File: src/rtl/core/jsu_pkg.sv
// Package for the JSON string unescaper: decode modes, status codes,
// byte counts and the result record. No dependencies.
`timescale 1ns / 1ps
`default_nettype none

package jsu_pkg;

    typedef enum logic [2:0] {
        MODE_WAIT    = 3'd0,
        MODE_STRING  = 3'd1,
        MODE_ESCAPE  = 3'd2,
        MODE_HEX_HI  = 3'd3,
        MODE_WANT_BS = 3'd4,
        MODE_WANT_U  = 3'd5,
        MODE_HEX_LO  = 3'd6
    } mode_t;

    typedef enum logic [3:0] {
        ST_BUSY     = 4'd0,
        ST_DONE     = 4'd1,
        ST_NOQUOTE  = 4'd2,
        ST_CONTROL  = 4'd3,
        ST_BADESC   = 4'd4,
        ST_BADHEX   = 4'd5,
        ST_LONEHIGH = 4'd6,
        ST_LONELOW  = 4'd7,
        ST_EARLYEND = 4'd8
    } status_t;

    localparam logic [2:0] CNT_0 = 3'd0;
    localparam logic [2:0] CNT_1 = 3'd1;
    localparam logic [2:0] CNT_2 = 3'd2;
    localparam logic [2:0] CNT_3 = 3'd3;
    localparam logic [2:0] CNT_4 = 3'd4;

    localparam logic [7:0] CH_QUOTE = 8'h22;
    localparam logic [7:0] CH_BSLASH = 8'h5C;
    localparam logic [7:0] CH_SLASH = 8'h2F;
    localparam logic [7:0] CH_U = 8'h75;
    localparam logic [7:0] CH_SPACE = 8'h20;

    localparam logic [15:0] SURR_HI_LO = 16'hD800;
    localparam logic [15:0] SURR_HI_HI = 16'hDBFF;
    localparam logic [15:0] SURR_LO_LO = 16'hDC00;
    localparam logic [15:0] SURR_LO_HI = 16'hDFFF;
    localparam logic [20:0] SUPP_BASE = 21'h10000;

    typedef struct packed {
        logic [31:0] bytes;
        logic [2:0]  count;
        status_t     status;
    } result_t;

endpackage

`default_nettype wire

File: src/rtl/core/jsu_utf8_enc.sv
// UTF-8 encoder: one code point in, 1 to 4 packed bytes and a count out.
// Purely combinational; uses jsu_pkg for count constants.
`timescale 1ns / 1ps
`default_nettype none

module jsu_utf8_enc (
    input  wire logic [20:0] cp_in,
    output logic      [31:0] utf8_bytes,
    output logic      [2:0]  byte_count
);

    always_comb begin
        if (cp_in <= 21'h7F) begin
            utf8_bytes = {24'd0, cp_in[7:0]};
            byte_count = jsu_pkg::CNT_1;
        end else if (cp_in <= 21'h7FF) begin
            utf8_bytes = {16'd0, 2'b10, cp_in[5:0], 3'b110, cp_in[10:6]};
            byte_count = jsu_pkg::CNT_2;
        end else if (cp_in <= 21'hFFFF) begin
            utf8_bytes = {8'd0, 2'b10, cp_in[5:0], 2'b10, cp_in[11:6],
                          4'b1110, cp_in[15:12]};
            byte_count = jsu_pkg::CNT_3;
        end else begin
            utf8_bytes = {2'b10, cp_in[5:0], 2'b10, cp_in[11:6],
                          2'b10, cp_in[17:12], 5'b11110, cp_in[20:18]};
            byte_count = jsu_pkg::CNT_4;
        end
    end

endmodule

`default_nettype wire

File: src/rtl/core/json_string_unescape_utf8.sv
// Top level of the JSON string unescaper: decode state, result register
// and skid register. Depends on jsu_pkg and jsu_utf8_enc.
`timescale 1ns / 1ps
`default_nettype none

// One input transaction carries one byte of JSON text (or an end-of-text
// mark) and yields exactly one result transaction: up to four UTF-8 bytes,
// packed first byte lowest, a byte count and a status. The block takes one
// byte per cycle while s_ready is high; the decode state is updated in the
// cycle the byte is accepted and the result is registered for the m_ side.
// A result register backed by a one-entry skid register holds results while
// the consumer stalls, so s_ready drops only when both are full. Any error
// or a closing quote returns the decoder to waiting for an opening quote.
module json_string_unescape_utf8 (
    input  wire logic        aclk,
    input  wire logic        aresetn,
    input  wire logic        s_valid,
    output logic             s_ready,
    input  wire logic [7:0]  s_in_byte,
    input  wire logic        s_end_of_text,
    output logic             m_valid,
    input  wire logic        m_ready,
    output logic      [31:0] m_utf8_bytes,
    output logic      [2:0]  m_byte_count,
    output logic      [3:0]  m_status
);

    jsu_pkg::mode_t   mode_reg, mode_next;
    logic [1:0]       hex_cnt_reg, hex_cnt_next;
    logic [15:0]      hex_acc_reg, hex_acc_next;
    logic [9:0]       hs_bits_reg, hs_bits_next;

    jsu_pkg::result_t res_new;
    jsu_pkg::result_t out_reg, skid_reg;
    logic             out_valid_reg, skid_valid_reg;

    logic             push, pop;
    logic [3:0]       hex_val;
    logic             hex_ok;
    logic [15:0]      acc_shift;
    logic [20:0]      enc_cp;
    logic [31:0]      enc_bytes;
    logic [2:0]       enc_count;

    assign s_ready = !skid_valid_reg;
    assign push    = s_valid && s_ready;
    assign pop     = out_valid_reg && m_ready;

    // hex digit value
    always_comb begin
        hex_ok  = 1'b1;
        hex_val = 4'd0;
        case (s_in_byte) inside
            [8'h30:8'h39]: hex_val = 4'(s_in_byte - 8'h30);
            [8'h61:8'h66]: hex_val = 4'(s_in_byte - 8'h57);
            [8'h41:8'h46]: hex_val = 4'(s_in_byte - 8'h37);
            default:       hex_ok  = 1'b0;
        endcase
    end

    assign acc_shift = {hex_acc_reg[11:0], hex_val};

    // second escape of a pair always lies in DC00..DFFF when it is encoded
    assign enc_cp = (mode_reg == jsu_pkg::MODE_HEX_LO)
                  ? jsu_pkg::SUPP_BASE + {1'b0, hs_bits_reg, 10'd0} + {11'd0, acc_shift[9:0]}
                  : {5'd0, acc_shift};

    jsu_utf8_enc u_enc (
        .cp_in      (enc_cp),
        .utf8_bytes (enc_bytes),
        .byte_count (enc_count)
    );

    // next decode state
    always_comb begin
        mode_next    = mode_reg;
        hex_cnt_next = hex_cnt_reg;
        hex_acc_next = hex_acc_reg;
        hs_bits_next = hs_bits_reg;
        res_new.bytes  = 32'd0;
        res_new.count  = jsu_pkg::CNT_0;
        res_new.status = jsu_pkg::ST_BUSY;

        case (mode_reg)
            jsu_pkg::MODE_STRING: begin
                if (s_end_of_text) begin
                    res_new.status = jsu_pkg::ST_EARLYEND;
                    mode_next = jsu_pkg::MODE_WAIT;
                end else if (s_in_byte == jsu_pkg::CH_QUOTE) begin
                    res_new.status = jsu_pkg::ST_DONE;
                    mode_next = jsu_pkg::MODE_WAIT;
                end else if (s_in_byte < jsu_pkg::CH_SPACE) begin
                    res_new.status = jsu_pkg::ST_CONTROL;
                    mode_next = jsu_pkg::MODE_WAIT;
                end else if (s_in_byte == jsu_pkg::CH_BSLASH) begin
                    mode_next = jsu_pkg::MODE_ESCAPE;
                end else begin
                    res_new.bytes = {24'd0, s_in_byte};
                    res_new.count = jsu_pkg::CNT_1;
                end
            end
            jsu_pkg::MODE_ESCAPE: begin
                if (s_end_of_text) begin
                    res_new.status = jsu_pkg::ST_EARLYEND;
                    mode_next = jsu_pkg::MODE_WAIT;
                end else begin
                    mode_next     = jsu_pkg::MODE_STRING;
                    res_new.count = jsu_pkg::CNT_1;
                    case (s_in_byte)
                        jsu_pkg::CH_QUOTE, jsu_pkg::CH_BSLASH, jsu_pkg::CH_SLASH:
                            res_new.bytes = {24'd0, s_in_byte};
                        8'h62: res_new.bytes = 32'h08;
                        8'h66: res_new.bytes = 32'h0C;
                        8'h6E: res_new.bytes = 32'h0A;
                        8'h72: res_new.bytes = 32'h0D;
                        8'h74: res_new.bytes = 32'h09;
                        jsu_pkg::CH_U: begin
                            res_new.count = jsu_pkg::CNT_0;
                            mode_next     = jsu_pkg::MODE_HEX_HI;
                            hex_cnt_next  = 2'd0;
                            hex_acc_next  = 16'd0;
                        end
                        default: begin
                            res_new.count  = jsu_pkg::CNT_0;
                            res_new.status = jsu_pkg::ST_BADESC;
                            mode_next      = jsu_pkg::MODE_WAIT;
                        end
                    endcase
                end
            end
            jsu_pkg::MODE_HEX_HI, jsu_pkg::MODE_HEX_LO: begin
                if (s_end_of_text) begin
                    res_new.status = jsu_pkg::ST_EARLYEND;
                    mode_next = jsu_pkg::MODE_WAIT;
                end else if (!hex_ok) begin
                    res_new.status = jsu_pkg::ST_BADHEX;
                    mode_next = jsu_pkg::MODE_WAIT;
                end else if (hex_cnt_reg != 2'd3) begin
                    hex_acc_next = acc_shift;
                    hex_cnt_next = hex_cnt_reg + 2'd1;
                end else begin
                    hex_acc_next = acc_shift;
                    hex_cnt_next = 2'd0;
                    if (mode_reg == jsu_pkg::MODE_HEX_HI) begin
                        if (acc_shift >= jsu_pkg::SURR_HI_LO
                            && acc_shift <= jsu_pkg::SURR_HI_HI) begin
                            hs_bits_next = acc_shift[9:0];
                            mode_next    = jsu_pkg::MODE_WANT_BS;
                        end else if (acc_shift >= jsu_pkg::SURR_LO_LO
                                     && acc_shift <= jsu_pkg::SURR_LO_HI) begin
                            res_new.status = jsu_pkg::ST_LONELOW;
                            mode_next = jsu_pkg::MODE_WAIT;
                        end else begin
                            res_new.bytes = enc_bytes;
                            res_new.count = enc_count;
                            hex_acc_next  = 16'd0;
                            mode_next     = jsu_pkg::MODE_STRING;
                        end
                    end else begin
                        if (acc_shift < jsu_pkg::SURR_LO_LO
                            || acc_shift > jsu_pkg::SURR_LO_HI) begin
                            res_new.status = jsu_pkg::ST_LONEHIGH;
                            mode_next = jsu_pkg::MODE_WAIT;
                        end else begin
                            res_new.bytes = enc_bytes;
                            res_new.count = enc_count;
                            hex_acc_next  = 16'd0;
                            hs_bits_next  = 10'd0;
                            mode_next     = jsu_pkg::MODE_STRING;
                        end
                    end
                end
            end
            jsu_pkg::MODE_WANT_BS: begin
                if (!s_end_of_text && s_in_byte == jsu_pkg::CH_BSLASH) begin
                    mode_next = jsu_pkg::MODE_WANT_U;
                end else begin
                    res_new.status = jsu_pkg::ST_LONEHIGH;
                    mode_next = jsu_pkg::MODE_WAIT;
                end
            end
            jsu_pkg::MODE_WANT_U: begin
                if (!s_end_of_text && s_in_byte == jsu_pkg::CH_U) begin
                    mode_next    = jsu_pkg::MODE_HEX_LO;
                    hex_cnt_next = 2'd0;
                    hex_acc_next = 16'd0;
                end else begin
                    res_new.status = jsu_pkg::ST_LONEHIGH;
                    mode_next = jsu_pkg::MODE_WAIT;
                end
            end
            default: begin
                // waiting for the opening quote; unused codes land here too
                if (!s_end_of_text && s_in_byte == jsu_pkg::CH_QUOTE) begin
                    mode_next = jsu_pkg::MODE_STRING;
                end else begin
                    res_new.status = jsu_pkg::ST_NOQUOTE;
                    mode_next = jsu_pkg::MODE_WAIT;
                end
            end
        endcase

        // any return to waiting clears the escape state
        if (mode_next == jsu_pkg::MODE_WAIT || mode_reg == jsu_pkg::MODE_WAIT) begin
            hex_cnt_next = 2'd0;
            hex_acc_next = 16'd0;
            hs_bits_next = 10'd0;
        end
    end

    always_ff @(posedge aclk) begin
        if (!aresetn) begin
            mode_reg    <= jsu_pkg::MODE_WAIT;
            hex_cnt_reg <= 2'd0;
            hex_acc_reg <= 16'd0;
            hs_bits_reg <= 10'd0;
        end else if (push) begin
            mode_reg    <= mode_next;
            hex_cnt_reg <= hex_cnt_next;
            hex_acc_reg <= hex_acc_next;
            hs_bits_reg <= hs_bits_next;
        end
    end

    // result register with skid stage
    always_ff @(posedge aclk) begin
        if (!aresetn) begin
            out_valid_reg  <= 1'b0;
            skid_valid_reg <= 1'b0;
        end else if (pop) begin
            if (skid_valid_reg) begin
                out_reg        <= skid_reg;
                skid_valid_reg <= 1'b0;
            end else if (push) begin
                out_reg <= res_new;
            end else begin
                out_valid_reg <= 1'b0;
            end
        end else if (push) begin
            if (!out_valid_reg) begin
                out_reg       <= res_new;
                out_valid_reg <= 1'b1;
            end else begin
                skid_reg       <= res_new;
                skid_valid_reg <= 1'b1;
            end
        end
    end

    assign m_valid      = out_valid_reg;
    assign m_utf8_bytes = out_reg.bytes;
    assign m_byte_count = out_reg.count;
    assign m_status     = out_reg.status;

endmodule

`default_nettype wire

File: config.mk
export PLATFORM = sky130hd
export DESIGN_NAME = json_string_unescape_utf8
export DESIGN_NICKNAME = d
export VERILOG_FILES = /design/src/rtl/core/jsu_pkg.sv /design/src/rtl/core/jsu_utf8_enc.sv /design/src/rtl/core/json_string_unescape_utf8.sv
export SDC_FILE = /design/constraint.sdc
export NUM_CORES = 1
export LEC_CHECK = 0
export BUFFER_PORTS_ARGS = -buffer_cell sky130_fd_sc_hd__buf_2
export CAP_MARGIN = 20
export CORE_MARGIN = 2
export CORE_UTILIZATION = 64
export DETAILED_ROUTE_END_ITERATION = 12
export GPL_TIMING_DRIVEN = 0
export HOLD_SLACK_MARGIN = 0.06
export PLACE_DENSITY = 0.91
export SLEW_MARGIN = 25
export SYNTH_ARGS = -nofsm -noshare
export SYNTH_HDL_FRONTEND = slang
export SYNTH_SLANG_ARGS = --single-unit
File: constraint.sdc
create_clock -name aclk -period 7.5 [get_ports aclk]
set_input_delay 1.125 -clock aclk [delete_from_list [all_inputs] [get_ports aclk]]
set_output_delay 1.125 -clock aclk [all_outputs]
set_load 0.01 [all_outputs]
==> flow_metrics.py, run 1 <==
metrics = {
    "status": {
        "status": "finished clean",
    },
    "layout": {
        "finalInstanceArea_um2": 6040,
        "fill_cells": 593,
        "num-nets-final": 597,
        "area_growth_syn_to_layout_pct": 11.9,
        "drive_above_1_share": 0.218,
        "utilization": 0.735,
        "multi_input_area_um2": 2530,
        "regArea_um2": 2680,
        "largest_register_ffs": 35,
        "diodes": 0,
        "mostFrequentLayoutCell": "edfxtp_1",
        "mostFrequentLayoutCells": "70 x edfxtp_1, 58 x buf_2, 50 x nor2_1",
    },
    "grt": {
        "gr-total-overflow": 0,
        "antenna_found_initial": 0,
        "grt_pass1_vias": 4108,
        "grt_max_degree": 29,
        "grt_pass1_wl_um": 21300,
        "track_usage": 0.308,
    },
    "critical_path": {
        "worstPathMaxFanout": 10,
        "cpPeakStageDelay_ns": 0.45,
        "cp-end-kind": "flip-flop",
        "critical_path_required_ns": 7.77,
        "crit_type": "input port to flip-flop",
        "worstPathCellList": "buf_2 > inv_1 > ha_1 > o21bai_1 > a21oi_2 > o21ba_4 > a2111oi_2 > nand3_2 > a31o_1 > buf_4 > a22o_1",
        "arrival_ns": 3.88,
        "startpoint_type": "input port",
        "slowest_stage": "a2111oi_2",
    },
    "drt": {
        "drtPass1Iterations": 5,
        "drtIter0Drc": 438,
        "wirelength_um": 13700,
        "wl_per_cell_um": 19.9,
        "vias": 4509,
        "vias_per_cell": 6.55,
        "drc": 0,
        "ant_nets": 0,
    },
    "job": {
        "maxCapViolations": 0,
    },
    "placed_design": {
        "gp_congestion": 0.933,
        "dp_hpwl_um": 10100,
        "io_buffer_count": 48,
        "place_area_um2": 5830,
    },
    "yosys": {
        "synthSimpleGateAreaFrac": 0.184,
        "synth_top_area_frac": 0.389,
        "synth_top_family_by_area": "compound AO/OA/AOI/OAI gates",
        "synth-seq-cells": 99,
        "synthMuxAreaShare": 0.0565,
        "ys_top_cells_by_area": "edfxtp_1 39%, dfxtp_1 11%, mux2_2 4.0%",
        "synth-edff-count": 70,
        "synth_compound_area_frac": 0.202,
        "yosysWarnings": 0,
        "synthXorXnorAreaFrac": 0.00811,
        "synthFlopType": "edfxtp_1",
        "synth-adder-area-share": 0.0139,
        "syn_area_um2": 5400,
        "synthCells": 515,
        "synth_seq_area_share": 0.497,
        "ys_types": 86,
        "syn_area_per_cell_um2": 10.5,
        "synthArstFlopShare": 0,
        "yosys.area.top_type": "edfxtp_1",
    },
    "min_path": {
        "hp-class": "flip-flop to flip-flop",
    },
    "clocking": {
        "root_buffer": "clkbuf_8",
        "cts-resized-gates": 0,
        "post_cts_buffers": 0,
        "cts_tree": "done",
        "holdBufCountCts": 0,
        "cts_sinks": 99,
        "numCtsBuffers": 9,
        "clk_pin_slew_worst_paths_ns": 0.11,
        "cts_buffer_depth": 2,
        "insertion_delay_ns": 0.38,
        "cts_max_level": 3,
    },
    "floorplan": {
        "initial_core_util": 0.657,
        "core-area_um2": 8220,
        "num_rows": 33,
        "fp.dieH_um": 95.9,
        "ioPinCount": 54,
        "die-area_um2": 9190,
        "die_x_um": 95.9,
    },
    "sta": {
        "fmax_mhz": 277,
        "skew_ns": 0.0129,
        "finalHoldViolCount": 0,
        "tns_ns": 0,
        "drv_slew": 0,
        "timing.final.crit_share": 0.482,
        "post-route-min-period_ns": 3.61,
        "relSlewSlack": 0.512,
        "setup_viol": 0,
        "grt_setup_unrepaired": "no",
        "worst_slew_pin_slew_ns": 0.725,
    },
    "power_and_ir_drop": {
        "ir_drop_mv": 0.163,
        "p_leak_nw": 2.37,
        "powerDensity_nw_per_um2": 172,
    },
}
==> power by group <==
part	switching [mW]	internal [mW]
registers	0.00302	0.591
logic	0.0539	0.0290
clock network	0.203	0.160
==> worst paths after layout <==
check / start / to / slack, ns / depth (start not counted)
max: s_in_byte[0] / hs_bits_reg[2] / 3.89 / 11
min reg2reg: hex_cnt_reg[1] / hex_cnt_reg[1] / 0.48 / 2
min: hex_cnt_reg[1] / hex_cnt_reg[1] / 0.48 / 2
max reg2reg: mode_reg[0] / m_utf8_bytes[0] / 4.30 / 10
==> worst max-delay path: cells and delay by family <==
kind	cells	cell delay, ns
fa+ha+maj	1	0.33
simple gates	1	0.24
buf+inv	3	0.46
compound gates	6	1.72
==> final cells by class <==
| cell class | instances | share of cell area |
|---|---|---|
| Timing Repair Buffer | 50 | 0.0464 |
| Sequential cell | 99 | 0.444 |
| Inverter | 13 | 0.00808 |
| Clock buffer | 9 | 0.0205 |
| Buffer | 32 | 0.0265 |
| Tap cell | 105 | 0.0217 |
| Multi-Input combinational cell | 373 | 0.419 |
| Clock inverter | 7 | 0.0137 |
==> kinds of logic after synthesis <==
| group | after synthesis |
|---|---|
| DFF | 99 |
| other | 1 |
| xor gates and xnor gates | 5 |
| muxes | 28 |
| adders and majority gates | 6 |
| AOI/OAI and AO/OA | 141 |
| and+or+nand+nor | 190 |
| buffers and inverters | 45 |
==> metrics by stage <==
stage	total power [mW]	worst slack, ns	hold WS (ns)	instances
2_1_floorplan	0.658	3.99	0.449	517
3_3_place_gp	0.683	3.12	0.462	670
3_5_place_dp	0.688	3.58	0.468	672
4_1_cts	1.04	3.94	0.491	688
5_1_grt	1.07	3.81	0.518	688
6_report	1.04	3.89	0.485	688
==> per-layer routing <==
layer | global-route usage | routed length, um
met5 | 0 | 0
met4 | 0.123 | 449
met3 | 0.0454 | 1090
met2 | 0.478 | 6400
met1 | 0.436 | 5760
==> synthesized netlist by cell type (13+ instances only) <==
cell type / count
a21oi_1: 23
a22o_1: 22
clkbuf_1: 14
dfxtp_1: 29
edfxtp_1: 70
mux2_2: 19
nand2_1: 43
nand3_1: 13
nor2_1: 52
nor3_1: 15
o21ai_0: 21
o31ai_1: 15
Note: power is estimated with default switching activity, not from simulation.
==> inputs of run 2 (changes only) <==
Settings changed: ABC_AREA from default to 1, CORE_UTILIZATION 64 to 60, PLACE_DENSITY 0.91 to 0.87.
Clock period 7.5 ns to 3.6 ns, I/O delays scaled along.
==> run 2 against run 1 <==
Effect of this change:
- power increased by 140%
- core utilization is 4.1 points lower
- sequential cell count unchanged
- global-route usage down 0.24 points
- first-iteration DRC count is 5.3% lower
- count of clock-buffer cells in the layout is the same
- critical path depth rose by 5
- cell count is 38% higher
- wire length is 12% higher
- clock power grew 130%
- final area up 6.6%
- sequential power up 120%
- critical path type is now flip-flop to flip-flop
- largest cell class unchanged
==> flow_metrics.py, run 2 <==
metrics = {
    "yosys": {
        "synthArstFlopShare": 0,
        "yosysMostFrequentCell": "nand2_1",
        "syn_area_um2": 5740,
        "synthCells": 754,
        "synth-seq-cells": 99,
        "yosys.area.top_type": "edfxtp_1",
        "synth_top_cells_by_count": "200 x nand2_1, 109 x nor2_1, 83 x nand3_1, 71 x inv_1, 70 x edfxtp_1",
        "syn_area_per_cell_um2": 7.62,
        "synth_seq_area_share": 0.467,
        "ys_top_cells_by_area": "edfxtp_1 37%, nand2_1 13%, dfxtp_1 10%",
        "yosysWarnings": 0,
        "synth-edff-count": 70,
        "synth_top_area_frac": 0.366,
        "ys_types": 45,
        "synthFlopType": "edfxtp_1",
    },
    "clocking": {
        "cts_sinks": 99,
        "root_buffer": "clkbuf_8",
        "cts-resized-gates": 0,
        "cts_tree": "done",
        "clk_pin_slew_worst_paths_ns": 0.12,
        "insertion_delay_ns": 0.38,
        "holdBufCountCts": 0,
        "cts_buffer_depth": 2,
        "numCtsBuffers": 9,
        "cts_max_level": 3,
        "post_cts_buffers": 0,
    },
    "sta": {
        "worst_slew_pin_slew_ns": 0.965,
        "fin_ws_ns": 0.931,
        "relSlewSlack": 0.354,
        "setup_viol": 0,
        "fmax_mhz": 375,
        "post-route-min-period_ns": 2.67,
        "finalHoldViolCount": 0,
        "skew_ns": 0.0234,
        "timing.final.crit_share": 0.741,
        "tns_ns": 0,
        "drv_slew": 0,
        "grt_setup_unrepaired": "no",
    },
    "layout": {
        "area_growth_syn_to_layout_pct": 12.2,
        "largest_register_ffs": 35,
        "finalNonFillerCells": 951,
        "drive_above_1_share": 0.147,
        "diodes": 0,
        "fill_cells": 814,
        "finalInstanceArea_um2": 6440,
        "mostFrequentLayoutCells": "200 x nand2_1, 107 x nor2_1, 83 x nand3_1",
        "multi_input_area_um2": 2590,
        "mostFrequentLayoutCell": "nand2_1",
        "regArea_um2": 2680,
        "num-nets-final": 836,
    },
    "critical_path": {
        "slowest_stage": "dfxtp_1",
        "path_delay_family": "simple AND/OR/NAND/NOR gates",
        "arrival_ns": 2.81,
        "crit_type": "flip-flop to flip-flop",
        "cp-end-kind": "flip-flop",
        "crit_buf_inv": 5,
        "cpPeakStageDelay_ns": 0.47,
        "worstPathMaxFanout": 10,
        "worstPathCellList": "inv_2 > nor2_4 > nand2_2 > buf_6 > nand2_1 > o21ai_1 > nor2_1 > inv_1 > nor2_4 > nand2_4 > inv_2 > nand2_1 > o211ai_1 > nand3_1 > o21ai_0 > inv_1",
        "critical_path_required_ns": 3.74,
        "startpoint_type": "flip-flop",
    },
    "placed_design": {
        "io_buffer_count": 48,
        "gp_congestion": 0.927,
        "dp_hpwl_um": 11800,
        "place_worst_setup_slack_ns": 0.599,
        "placed_cells": 935,
        "place_area_um2": 6220,
    },
    "floorplan": {
        "die-area_um2": 10400,
        "die_x_um": 102,
        "initial_core_util": 0.619,
        "core-area_um2": 9280,
        "num_rows": 35,
        "fp.dieH_um": 102,
        "ioPinCount": 54,
    },
    "power_and_ir_drop": {
        "finalPower_mw": 2.51,
        "ir_drop_mv": 0.315,
        "p_int_mw": 1.74,
        "pwr-share-comb": 0.157,
        "power_switching_uw": 770,
        "powerDensity_nw_per_um2": 390,
        "p_leak_nw": 2.88,
        "clock_power_share": 0.326,
        "p_seq_frac": 0.517,
        "netSwitchingFraction": 0.307,
    },
    "min_path": {
        "hp-class": "input port to flip-flop",
    },
    "drt": {
        "vias_per_cell": 5.62,
        "ant_nets": 0,
        "drc": 0,
        "drtIter0Drc": 415,
        "wl_per_cell_um": 16.2,
        "wirelength_um": 15400,
        "vias": 5348,
        "drtPass1Iterations": 5,
    },
    "grt": {
        "track_usage": 0.306,
        "antenna_found_initial": 0,
        "gr-total-overflow": 0,
        "grt_max_degree": 30,
        "grt_pass1_vias": 4929,
        "grt_pass1_wl_um": 24600,
    },
    "job": {
        "maxCapViolations": 0,
    },
    "status": {
        "status": "finished clean",
    },
}
-- run 2: cell types whose count changed in the layout (fill, tap and decap cells not counted), sizes merged, moves of 6 or more --
cell	change
a22o	-21
nand2	+162
o31ai	-14
nor2b	-8
nor3	-10
mux2	-20
inv	+67
and3	-7
o21ai	+6
nand3	+71
a21oi	+12
a21o	-7
nor2	+72
-- run 2: logic make-up (layout without fill, tap and decap cells) --
kind of cell    after synthesis  count (layout)  synth area share
simple gates                435             435             0.329
buf+inv                     113             179            0.0852
flops                        99              99             0.467
compound gates               94              94            0.0956
fa+ha+maj                     6               6            0.0131
xor+xnor                      3               3           0.00458
mux                           3               3           0.00523
other cells                   1               3          0.000653
-- run 2: metrics by stage --
step	hold slack [ns]	utilization
floorplan	0.452	-
global placement	0.469	0.663
detailed placement	0.472	0.670
CTS	0.431	0.694
global route	0.511	0.694
finish	0.449	0.694
-- run 2: cell type report --
type,count,area share
clock buffers,9,0.0192
multi-input cells,544,0.403
well taps,129,0.0251
flip-flops and latches,99,0.416
repair buffers,50,0.0447
plain buffers,33,0.0293
clock inverters,7,0.0159
inverters,80,0.0466
-- run 2: worst paths after layout --
check                                    start  slack [ns]  depth (start not counted)              end
worst max-delay path               mode_reg[1]        0.93                         16  m_utf8_bytes[5]
worst min-delay path                   m_ready        0.45                          4          m_valid
worst max register to register     mode_reg[1]        0.93                         16  m_utf8_bytes[5]
worst min register to register  hs_bits_reg[4]        0.50                          2   hs_bits_reg[4]
-- run 2: metal layers --
layer,global-route usage,wire (um),vias to the layer above
met5,0,0,-
met4,0.0933,314,0
met3,0.0301,1010,30
met2,0.502,7200,248
met1,0.432,6850,2462
li1,-,-,2608
-- run 2: worst reg2reg max path: cells and delay by family, from the launching register on --
family / cells / cell delay [ns]
AO/OA/AOI/OAI: 3 / 0.40
buffers and inverters: 5 / 0.58
flip-flops: 1 / 0.47
AND/OR/NAND/NOR: 8 / 0.98
-- run 2: power by group through the flow --
stage / Sequential (mW) / Combinational (mW) / Clock, mW
3_5_place_dp: 1.32 / 0.386 / 0
5_1_grt: 1.30 / 0.439 / 0.853
3_3_place_gp: 1.32 / 0.372 / 0
4_1_cts: 1.30 / 0.387 / 0.822
2_1_floorplan: 1.32 / 0.265 / 0
6_report: 1.30 / 0.394 / 0.818
